--- src/sv/mpwm_pkg.sv ---
// ----------------------------------------------------------------------------
// mpwm_pkg
// Shared types and constants of the multichannel PWM generator.
// ----------------------------------------------------------------------------
package mpwm_pkg;

    localparam int DEF_CHANNELS = 8;
    localparam int DEF_PERIOD   = 100;

    localparam int ACTION_W   = 3;
    localparam int CHANNEL_W  = 3;
    localparam int DUTY_W     = 7;
    localparam int PRESCALE_W = 16;
    localparam int LEVELS_W   = 8;

    localparam logic [PRESCALE_W-1:0] PRESCALE_RESET = 16'd899;
    localparam logic [DUTY_W-1:0]     DUTY_FULL      = 7'd100;

    typedef enum logic [ACTION_W-1:0] {
        ACT_TICK    = 3'd0,
        ACT_SET     = 3'd1,
        ACT_FORCE_1 = 3'd2,
        ACT_FORCE_0 = 3'd3,
        ACT_NORMAL  = 3'd4,
        ACT_CLAIM   = 3'd5,
        ACT_RELEASE = 3'd6
    } action_t;

    typedef struct packed {
        logic step;
        logic wrap;
    } tb_event_t;

    typedef struct packed {
        logic                 ok;
        logic [CHANNEL_W-1:0] index;
    } claim_t;

endpackage

--- src/sv/mpwm_timebase.sv ---
// ----------------------------------------------------------------------------
// mpwm_timebase
// Prescaler and period counter; steps the counter and flags the wrap.
// ----------------------------------------------------------------------------
module mpwm_timebase #(
    parameter int PERIOD = mpwm_pkg::DEF_PERIOD,
    parameter int CNT_W  = $clog2(PERIOD)
) (
    input  logic                            aclk,
    input  logic                            aresetn,
    input  logic                            advance,
    input  logic [mpwm_pkg::PRESCALE_W-1:0] prescale_divide,
    output mpwm_pkg::tb_event_t             tb_event,
    output logic [CNT_W-1:0]                count_next
);

    localparam logic [CNT_W-1:0] LAST = CNT_W'(PERIOD - 1);

    logic [mpwm_pkg::PRESCALE_W-1:0] prescale_reg, prescale_next;
    logic [CNT_W-1:0]                count_reg, count_upd;
    logic                            limit;

    always_comb begin
        limit         = !(prescale_reg < prescale_divide);
        tb_event.step = advance && limit;
        tb_event.wrap = advance && limit && (count_reg == LAST);
        count_upd     = (count_reg == LAST) ? '0 : count_reg + CNT_W'(1);
        count_next    = count_upd;
        prescale_next = prescale_reg;
        if (advance) begin
            prescale_next = limit ? '0 : prescale_reg + mpwm_pkg::PRESCALE_W'(1);
        end
    end

    always_ff @(posedge aclk) begin
        if (!aresetn) begin
            prescale_reg <= '0;
            count_reg    <= '0;
        end else begin
            prescale_reg <= prescale_next;
            if (tb_event.step) begin
                count_reg <= count_upd;
            end
        end
    end

endmodule

--- src/sv/mpwm_channels.sv ---
// ----------------------------------------------------------------------------
// mpwm_channels
// Per-channel state, command decode, claim search and pin drive.
// ----------------------------------------------------------------------------
module mpwm_channels #(
    parameter int CHANNELS = mpwm_pkg::DEF_CHANNELS,
    parameter int PERIOD   = mpwm_pkg::DEF_PERIOD,
    parameter int CNT_W    = $clog2(PERIOD)
) (
    input  logic                           aclk,
    input  logic                           aresetn,
    input  logic                           fire,
    input  mpwm_pkg::action_t              action,
    input  logic [mpwm_pkg::CHANNEL_W-1:0] channel,
    input  logic [mpwm_pkg::DUTY_W-1:0]    duty,
    input  logic                           invert_request,
    input  mpwm_pkg::tb_event_t            tb_event,
    input  logic [CNT_W-1:0]               count_next,
    output logic [mpwm_pkg::LEVELS_W-1:0]  pin_levels,
    output mpwm_pkg::claim_t               claim
);

    // duty * PERIOD / 100 as a multiply by a scaled reciprocal
    localparam int          RECIP_SHIFT = 24;
    localparam longint      RECIP       = ((64'd1 << RECIP_SHIFT) + 64'd99) / 64'd100;
    localparam longint      MULT        = RECIP * PERIOD;
    localparam int          MULT_W      = $clog2(MULT + 1);
    localparam int          PROD_W      = mpwm_pkg::DUTY_W + MULT_W;
    localparam logic [PROD_W-1:0] MULT_C = PROD_W'(MULT);

    logic [CNT_W-1:0]    cmp_val_reg  [CHANNELS];
    logic [CNT_W-1:0]    cmp_val_next [CHANNELS];
    logic [CHANNELS-1:0] cmp_en_reg, cmp_en_next;
    logic [CHANNELS-1:0] blanked_reg, blanked_next;
    logic [CHANNELS-1:0] in_use_reg, in_use_next;
    logic [CHANNELS-1:0] inverted_reg, inverted_next;
    logic [CHANNELS-1:0] pin_reg, pin_next;
    logic [CHANNELS-1:0] free, lowest;
    logic [PROD_W-1:0]   product;
    logic [CNT_W-1:0]    duty_cmp;

    always_comb begin
        logic sel;
        logic live;
        product  = PROD_W'(duty) * MULT_C;
        duty_cmp = CNT_W'(product >> RECIP_SHIFT);
        free     = ~in_use_reg;
        lowest   = free & (~free + CHANNELS'(1));

        cmp_val_next  = cmp_val_reg;
        cmp_en_next   = cmp_en_reg;
        blanked_next  = blanked_reg;
        in_use_next   = in_use_reg;
        inverted_next = inverted_reg;
        pin_next      = pin_reg;
        claim.ok      = 1'b0;
        claim.index   = '0;

        for (int i = 0; i < CHANNELS; i++) begin
            sel  = (i < 8) && (channel == mpwm_pkg::CHANNEL_W'(i));
            live = sel && in_use_reg[i];
            if (fire) begin
                unique case (action)
                    mpwm_pkg::ACT_TICK: begin
                        if (tb_event.step && in_use_reg[i] && !blanked_reg[i]) begin
                            if (cmp_en_reg[i] && (cmp_val_reg[i] == count_next)) begin
                                pin_next[i] = inverted_reg[i];
                            end else if (tb_event.wrap) begin
                                pin_next[i] = !inverted_reg[i];
                            end
                        end
                    end
                    mpwm_pkg::ACT_SET: begin
                        if (live && (duty <= mpwm_pkg::DUTY_FULL)) begin
                            if (duty == mpwm_pkg::DUTY_FULL) begin
                                cmp_en_next[i] = 1'b0;
                            end else begin
                                cmp_val_next[i] = duty_cmp;
                                cmp_en_next[i]  = 1'b1;
                            end
                            blanked_next[i] = 1'b0;
                        end
                    end
                    mpwm_pkg::ACT_FORCE_1, mpwm_pkg::ACT_FORCE_0: begin
                        if (live) begin
                            blanked_next[i] = 1'b1;
                            cmp_en_next[i]  = 1'b0;
                            pin_next[i]     = (action == mpwm_pkg::ACT_FORCE_1) ?
                                              !inverted_reg[i] : inverted_reg[i];
                        end
                    end
                    mpwm_pkg::ACT_NORMAL: begin
                        if (live) begin
                            blanked_next[i] = 1'b0;
                            cmp_en_next[i]  = 1'b1;
                        end
                    end
                    mpwm_pkg::ACT_CLAIM: begin
                        if (lowest[i]) begin
                            in_use_next[i]   = 1'b1;
                            inverted_next[i] = invert_request;
                            cmp_en_next[i]   = 1'b1;
                        end
                    end
                    mpwm_pkg::ACT_RELEASE: begin
                        if (live) begin
                            in_use_next[i] = 1'b0;
                            cmp_en_next[i] = 1'b0;
                        end
                    end
                    default: begin
                    end
                endcase
            end
            if ((action == mpwm_pkg::ACT_CLAIM) && lowest[i]) begin
                claim.ok    = 1'b1;
                claim.index = claim.index | mpwm_pkg::CHANNEL_W'(i);
            end
        end

        pin_levels = '0;
        for (int i = 0; i < CHANNELS; i++) begin
            if (i < mpwm_pkg::LEVELS_W) begin
                pin_levels[i % mpwm_pkg::LEVELS_W] = pin_next[i];
            end
        end
    end

    always_ff @(posedge aclk) begin
        if (!aresetn) begin
            for (int i = 0; i < CHANNELS; i++) begin
                cmp_val_reg[i] <= '0;
            end
            cmp_en_reg   <= '0;
            blanked_reg  <= '0;
            in_use_reg   <= '0;
            inverted_reg <= '0;
            pin_reg      <= '0;
        end else begin
            cmp_val_reg  <= cmp_val_next;
            cmp_en_reg   <= cmp_en_next;
            blanked_reg  <= blanked_next;
            in_use_reg   <= in_use_next;
            inverted_reg <= inverted_next;
            pin_reg      <= pin_next;
        end
    end

endmodule

--- src/sv/multichannel_pwm_generator.sv ---
// A command or tick is taken at every clock at which the slave side shows
// tvalid and the input stage is empty or passes its item on in the same
// cycle. Its result (pin levels after the command, plus the claim outcome)
// is registered in the result stage, shown on the master side, as the input
// stage passes it on. With m_tready held high, one transfer per cycle is
// sustained; the channel state and the prescaler, registered as each item
// passes, are read directly by the next item. Each tick advances the
// prescaler; every prescale_divide+1 ticks the period counter steps.
// ----------------------------------------------------------------------------
// multichannel_pwm_generator
// Top level: input stage, timebase, channel bank and result stage.
// ----------------------------------------------------------------------------
module multichannel_pwm_generator #(
    parameter int CHANNELS = mpwm_pkg::DEF_CHANNELS,
    parameter int PERIOD   = mpwm_pkg::DEF_PERIOD
) (
    input  logic                            aclk,
    input  logic                            aresetn,
    input  logic                            s_tvalid,
    output logic                            s_tready,
    input  logic [15:0]                     s_tdata,  // channel, duty, invert_request
    input  logic [mpwm_pkg::ACTION_W-1:0]   s_tuser,  // action
    output logic                            m_tvalid,
    input  logic                            m_tready,
    output logic [15:0]                     m_tdata,  // pin_levels, claim_ok, claimed_channel
    input  logic                            cfg_valid,
    output logic                            cfg_ready,
    input  logic [mpwm_pkg::PRESCALE_W-1:0] cfg_data
);

    localparam int CNT_W = $clog2(PERIOD);

    logic                            in_valid_reg;
    mpwm_pkg::action_t               in_action_reg;
    logic [mpwm_pkg::CHANNEL_W-1:0]  in_channel_reg;
    logic [mpwm_pkg::DUTY_W-1:0]     in_duty_reg;
    logic                            in_inv_reg;
    logic                            out_valid_reg;
    logic [15:0]                     out_data_reg;
    logic [mpwm_pkg::PRESCALE_W-1:0] prescale_divide_reg;

    logic                            fire, s_accept;
    mpwm_pkg::tb_event_t             tb_event;
    logic [CNT_W-1:0]                count_next;
    logic [mpwm_pkg::LEVELS_W-1:0]   pin_levels;
    mpwm_pkg::claim_t                claim;

    assign fire      = in_valid_reg && (!out_valid_reg || m_tready);
    assign s_tready  = !in_valid_reg || fire;
    assign s_accept  = s_tvalid && s_tready;
    assign m_tvalid  = out_valid_reg;
    assign m_tdata   = out_data_reg;
    assign cfg_ready = 1'b1;

    mpwm_timebase #(
        .PERIOD (PERIOD),
        .CNT_W  (CNT_W)
    ) u_timebase (
        .aclk            (aclk),
        .aresetn         (aresetn),
        .advance         (fire && (in_action_reg == mpwm_pkg::ACT_TICK)),
        .prescale_divide (prescale_divide_reg),
        .tb_event        (tb_event),
        .count_next      (count_next)
    );

    mpwm_channels #(
        .CHANNELS (CHANNELS),
        .PERIOD   (PERIOD),
        .CNT_W    (CNT_W)
    ) u_channels (
        .aclk           (aclk),
        .aresetn        (aresetn),
        .fire           (fire),
        .action         (in_action_reg),
        .channel        (in_channel_reg),
        .duty           (in_duty_reg),
        .invert_request (in_inv_reg),
        .tb_event       (tb_event),
        .count_next     (count_next),
        .pin_levels     (pin_levels),
        .claim          (claim)
    );

    always_ff @(posedge aclk) begin
        if (!aresetn) begin
            in_valid_reg        <= 1'b0;
            out_valid_reg       <= 1'b0;
            prescale_divide_reg <= mpwm_pkg::PRESCALE_RESET;
        end else begin
            if (s_accept) begin
                in_valid_reg <= 1'b1;
            end else if (fire) begin
                in_valid_reg <= 1'b0;
            end
            if (fire) begin
                out_valid_reg <= 1'b1;
            end else if (m_tready) begin
                out_valid_reg <= 1'b0;
            end
            if (cfg_valid && cfg_ready) begin
                prescale_divide_reg <= cfg_data;
            end
        end
    end

    // hold payload until the next transfer
    always_ff @(posedge aclk) begin
        if (s_accept) begin
            in_action_reg  <= mpwm_pkg::action_t'(s_tuser);
            in_channel_reg <= s_tdata[2:0];
            in_duty_reg    <= s_tdata[9:3];
            in_inv_reg     <= s_tdata[10];
        end
        if (fire) begin
            out_data_reg <= {4'd0, claim.index, claim.ok, pin_levels};
        end
    end

endmodule
--- config.mk ---
export PLATFORM = sky130hd
export DESIGN_NAME = multichannel_pwm_generator
export DESIGN_NICKNAME = d
export VERILOG_FILES = /design/src/sv/mpwm_pkg.sv /design/src/sv/mpwm_timebase.sv /design/src/sv/mpwm_channels.sv /design/src/sv/multichannel_pwm_generator.sv
export SDC_FILE = /design/constraint.sdc
export NUM_CORES = 1
export LEC_CHECK = 0
export BUFFER_PORTS_ARGS = -buffer_cell sky130_fd_sc_hd__buf_4
export CORE_MARGIN = 1
export CORE_UTILIZATION = 45
export CTS_CLUSTER_DIAMETER = 40
export DETAILED_ROUTE_END_ITERATION = 12
export PLACE_DENSITY = 0.69
export SYNTH_ARGS = -nofsm -noshare
export SYNTH_HDL_FRONTEND = slang
export SYNTH_HIERARCHICAL = 1
export SYNTH_SLANG_ARGS = --single-unit
--- constraint.sdc ---
create_clock -name aclk -period 3.73 [get_ports aclk]
set_clock_uncertainty 0.1 [all_clocks]
set_input_delay 0.373 -clock aclk [delete_from_list [all_inputs] [get_ports aclk]]
set_output_delay 0.373 -clock aclk [all_outputs]
set_load 0.01 [all_outputs]
==> impl_table.tex <==
\begin{tabular}{lr}
\hline
Metric & Value \\
\hline
\multicolumn{2}{l}{\textbf{Run status}} \\
\quad Status & complete, no violations \\
\multicolumn{2}{l}{\textbf{Synthesis}} \\
\quad Synth Area per Inst & 9.12 um\^{}2 \\
\quad Cell area after technology mapping & 8760 um\^{}2 \\
\quad Most common flop cell mapped by yosys & sky130\_fd\_sc\_hd\_\_dfxtp\_1 \\
\quad Simple-Gate Fraction of Synth Area & 0.219 \\
\quad Synthesized-area fraction occupied by ao, oa, aoi and oai cells & 0.119 \\
\quad EDFF count, synth & 26 \\
\quad Synth unique cells & 77 \\
\quad Fraction of the yosys area taken by sequential cells & 0.402 \\
\quad Main combinational cell family by area after synthesis & simple AND/OR/NAND/NOR gates \\
\quad Count of state elements after synthesis & 163 \\
\quad Share of synthesized cell area in full adder, half adder and majority cells & 0.0243 \\
\quad Xor and xnor area share after synthesis & 0.0810 \\
\quad Gate count of the mapped netlist & 961 \\
\quad Fraction of synthesized area in multiplexers & 0.0987 \\
\quad Count of synthesis-stage warnings from yosys & 6 \\
\quad Share of flip-flops with an asynchronous set or reset & 0 \\
\multicolumn{2}{l}{\textbf{STA}} \\
\quad Unrepaired setup endpoints after global routing & false \\
\quad Max Clk Rate & roughly 0.3 GHz \\
\quad Sum of negative setup slack & 0 ns \\
\quad Final period utilization & 0.918 \\
\quad Relative max-transition margin & 0.405 \\
\quad Final period demand of the worst path & approximately 3.4 ns \\
\quad Finish-stage setup viols & 0 \\
\quad Hold Fails Final Rpt & 0 \\
\quad Max-slew violation total from the final report & 0 \\
\quad Slew at the pin closest to its max-slew limit & 0.890 ns \\
\multicolumn{2}{l}{\textbf{Floorplanning}} \\
\quad Die Y-Extent & 142 um \\
\quad Starting Density & 0.464 \\
\quad Number of top-level design ports & 59 \\
\quad DIE AREA & 20000 um\^{}2 \\
\quad Placeable core region & $\sim$19000 um\^{}2 \\
\quad Placement row count & 50 \\
\quad Chip Width & 142 um \\
\multicolumn{2}{l}{\textbf{Flow run}} \\
\quad MaxCap Viol Count & 0 \\
\multicolumn{2}{l}{\textbf{Worst setup path}} \\
\quad Kind of end point of the critical path & register \\
\quad Arrival time at the worst endpoint & around 3.5 ns \\
\quad Most prevalent standard cell on the critical path & sky130\_fd\_sc\_hd\_\_buf\_4 \\
\quad Critical path launch point type & register \\
\quad CP peak stage delay & 0.67 ns \\
\quad Largest driver fanout on the critical path & 6 \\
\quad Critical path, cell by cell & ha\_1 -> nand4bb\_1 -> nor3b\_1 -> buf\_4 -> nor2\_1 -> buf\_4 -> xor2\_1 -> nor4\_1 -> nand4\_1 -> mux2i\_1 -> o221ai\_1 \\
\quad R2R setup slack & 0.31 ns \\
\quad Setup Crit Path Kind & reg2reg \\
\quad WP data required & 3.79 ns \\
\quad Max stage delay cell, worst path & sky130\_fd\_sc\_hd\_\_nor2\_1 \\
\multicolumn{2}{l}{\textbf{Clock tree}} \\
\quad Clock transition time at the flip-flop clock pins of the worst setup and hold paths & about 0.070 ns \\
\quad Clock tree from TritonCTS & done \\
\quad Clk Latency, worst-skew pair & between 0.4 and 0.5 ns \\
\quad Maximum clock path buffer count & 2 \\
\quad Clock sink count & approximately 160 \\
\quad Buffer type at the clock tree root & sky130\_fd\_sc\_hd\_\_clkbuf\_16 \\
\quad Number of buffers inserted by hold repair at cts & 3 \\
\quad \# H-tree levels & 4 \\
\quad Post-CTS resize count & 0 \\
\quad Inserted Clock Buffers & 17 \\
\quad Post-CTS setup repair buffer count & 0 \\
\multicolumn{2}{l}{\textbf{Routing}} \\
\quad TritonRoute pass-1 iters & 6 \\
\quad DR WL/cell & 17.1 um \\
\quad First-iteration detailed-routing DRC count & about 620 \\
\quad Vias per cell & 5.60 \\
\quad Antenna violation net count after detailed routing & 0 \\
\quad Met2 Wirelength & between 9000 and 10000 um \\
\quad WL met3 & 1400 um \\
\quad Total wirelength of the detailed-routed design & 21500 um \\
\quad Routed metal-1 wire length & slightly above 10000 um \\
\quad Count of unresolved DRC violations after routing & 0 \\
\quad Routed vias & 7053 \\
\quad Uppermost signal routing layer after detailed routing & met4 \\
\multicolumn{2}{l}{\textbf{Layout}} \\
\quad Number of antenna repair diodes & 0 \\
\quad Total number of nets in the final design & 1043 \\
\quad Share of cells above drive strength 1 & 0.140 \\
\quad Layout overhead on the synthesized area & 12.3\% \\
\quad Number of fillers in the final layout & around 1800 \\
\quad Utilization of the core after routing & 0.521 \\
\quad Max reg flops & 56 \\
\multicolumn{2}{l}{\textbf{Place}} \\
\quad Final HPWL DP & between 10000 and 15000 um \\
\quad Final Wtd Congestion & 0.902 \\
\quad Port-buffer cells & 48 \\
\multicolumn{2}{l}{\textbf{Power and ir drop}} \\
\quad Peak supply drop & between 0.2 and 0.3 mV \\
\quad P\_leak & 4.08 nW \\
\quad Power after layout & between 3 and 4 mW \\
\quad Cell area power density & 384 nW/um\^{}2 \\
\multicolumn{2}{l}{\textbf{Global route}} \\
\quad Maximum number of pins on one net before global-route repair & 73 \\
\quad Number of antenna violations at the first check in global routing & 0 \\
\quad Overflow left after global routing & 0 \\
\quad Global-route wire length before repair & 34100 um \\
\quad Number of global-route vias before repair & roughly 6500 \\
\quad All-layer global routing usage & 0.220 \\
\multicolumn{2}{l}{\textbf{Hold path}} \\
\quad Path category of the worst min-delay check & in2reg \\
\hline
\end{tabular}
cells by family (layout without fill, tap and decap cells):
family,Yosys count,count (layout)
simple gates,362,362
flops,163,163
compound gates,154,154
buf+inv,96,131
mux,86,86
xor+xnor,81,81
fa+ha+maj,17,17
other cells,2,5
critical path: cells and delay by family (launching register included):
family                   cells  cell delay [ns]
XOR/XNOR                     1             0.07
flip-flops                   1             0.35
buffers and inverters        2             0.44
adder cells (fa/ha/maj)      1             0.29
AO/OA/AOI/OAI                1             0.17
multiplexers                 1             0.29
AND/OR/NAND/NOR              5             1.45
worst paths after layout:
kind | end | start | cells after the start
max | m_tdata[7] | u_timebase/count_reg[0] | 11
min | in_duty_reg[0] | s_tdata[3] | 1
max reg2reg | m_tdata[7] | u_timebase/count_reg[0] | 11
min reg2reg | u_channels/blanked_reg[1] | u_channels/blanked_reg[1] | 1
cells in the mapped netlist (8+ instances only):
library cell,count,area share
sky130_fd_sc_hd__buf_4,8,0.0069
sky130_fd_sc_hd__a21oi_1,63,0.036
sky130_fd_sc_hd__a31oi_1,8,0.0057
sky130_fd_sc_hd__xor2_1,38,0.038
sky130_fd_sc_hd__ha_1,17,0.024
sky130_fd_sc_hd__inv_1,27,0.012
sky130_fd_sc_hd__nand2_1,84,0.036
sky130_fd_sc_hd__nand3_1,38,0.022
sky130_fd_sc_hd__nor2b_1,21,0.015
sky130_fd_sc_hd__nand4_1,26,0.019
sky130_fd_sc_hd__dfxtp_1,137,0.31
sky130_fd_sc_hd__nor2_1,93,0.040
sky130_fd_sc_hd__mux2i_1,83,0.095
sky130_fd_sc_hd__buf_2,14,0.0080
sky130_fd_sc_hd__clkbuf_1,34,0.015
sky130_fd_sc_hd__o21ai_0,28,0.016
sky130_fd_sc_hd__xnor2_1,43,0.043
sky130_fd_sc_hd__edfxtp_1,26,0.089
sky130_fd_sc_hd__and3_1,12,0.0086
sky130_fd_sc_hd__nor3_1,14,0.0080
layout by cell type (no fill, tap or decap), types with 4 or more instances in the layout:
cell / n
sky130_fd_sc_hd__and2_1: 7
sky130_fd_sc_hd__o21a_1: 7
sky130_fd_sc_hd__nor3_1: 14
sky130_fd_sc_hd__nand3_1: 38
sky130_fd_sc_hd__conb_1: 5
sky130_fd_sc_hd__inv_1: 26
sky130_fd_sc_hd__and3b_1: 7
sky130_fd_sc_hd__dfxtp_1: 137
sky130_fd_sc_hd__nand2_1: 84
sky130_fd_sc_hd__nand4_1: 26
sky130_fd_sc_hd__a31oi_1: 8
sky130_fd_sc_hd__o211a_1: 5
sky130_fd_sc_hd__nand2_2: 4
sky130_fd_sc_hd__o21ai_0: 28
sky130_fd_sc_hd__nor4_1: 7
sky130_fd_sc_hd__buf_4: 68
sky130_fd_sc_hd__xor2_1: 38
sky130_fd_sc_hd__o221a_2: 7
sky130_fd_sc_hd__xnor2_1: 43
sky130_fd_sc_hd__clkbuf_16: 19
sky130_fd_sc_hd__mux2i_1: 83
sky130_fd_sc_hd__and3_1: 12
sky130_fd_sc_hd__nand4b_1: 6
sky130_fd_sc_hd__inv_6: 5
sky130_fd_sc_hd__nand3b_1: 5
sky130_fd_sc_hd__a311oi_1: 7
sky130_fd_sc_hd__ha_1: 17
sky130_fd_sc_hd__a21oi_1: 63
sky130_fd_sc_hd__nor2_1: 93
sky130_fd_sc_hd__nor2b_1: 20
sky130_fd_sc_hd__edfxtp_1: 26
sky130_fd_sc_hd__nand2b_1: 6
routing by layer:
layer	track usage	vias up
met5	0	-
met4	0.0872	0
met3	0.0415	30
met2	0.340	247
met1	0.303	3334
li1	-	3442
per-stage QoR:
stage          std cells  setup slack [ns]  hold slack (ns)  cell area, um^2
3_5_place_dp        1224             0.375            0.346             9230
6_report            1259             0.306           0.0134             9840
4_1_cts             1259             0.364          0.00221             9840
2_1_floorplan        964             0.669            0.333             8770
3_3_place_gp        1224             0.420            0.338             9230
5_1_grt             1259             0.146         0.000486             9840
power by group:
part	leakage, nW	total, mW	switching, mW	internal, mW
logic	2.44	0.216	0.127	0.0883
registers	1.36	1.85	0.0380	1.81
clock network	0.289	1.71	0.754	0.958
total	4.08	3.78	0.920	2.86
layout make-up:
type                       instances  area, um^2  area share
multi-input combinational        705        4770       0.484
sequential                       163        3520       0.358
timing repair buffer              71         541      0.0549
clock buffer                      20         489      0.0497
tap                              260         325      0.0331
inverter                          28         105      0.0107
clock inverter                    12        90.1     0.00915
(Power assumes the default switching activity.)
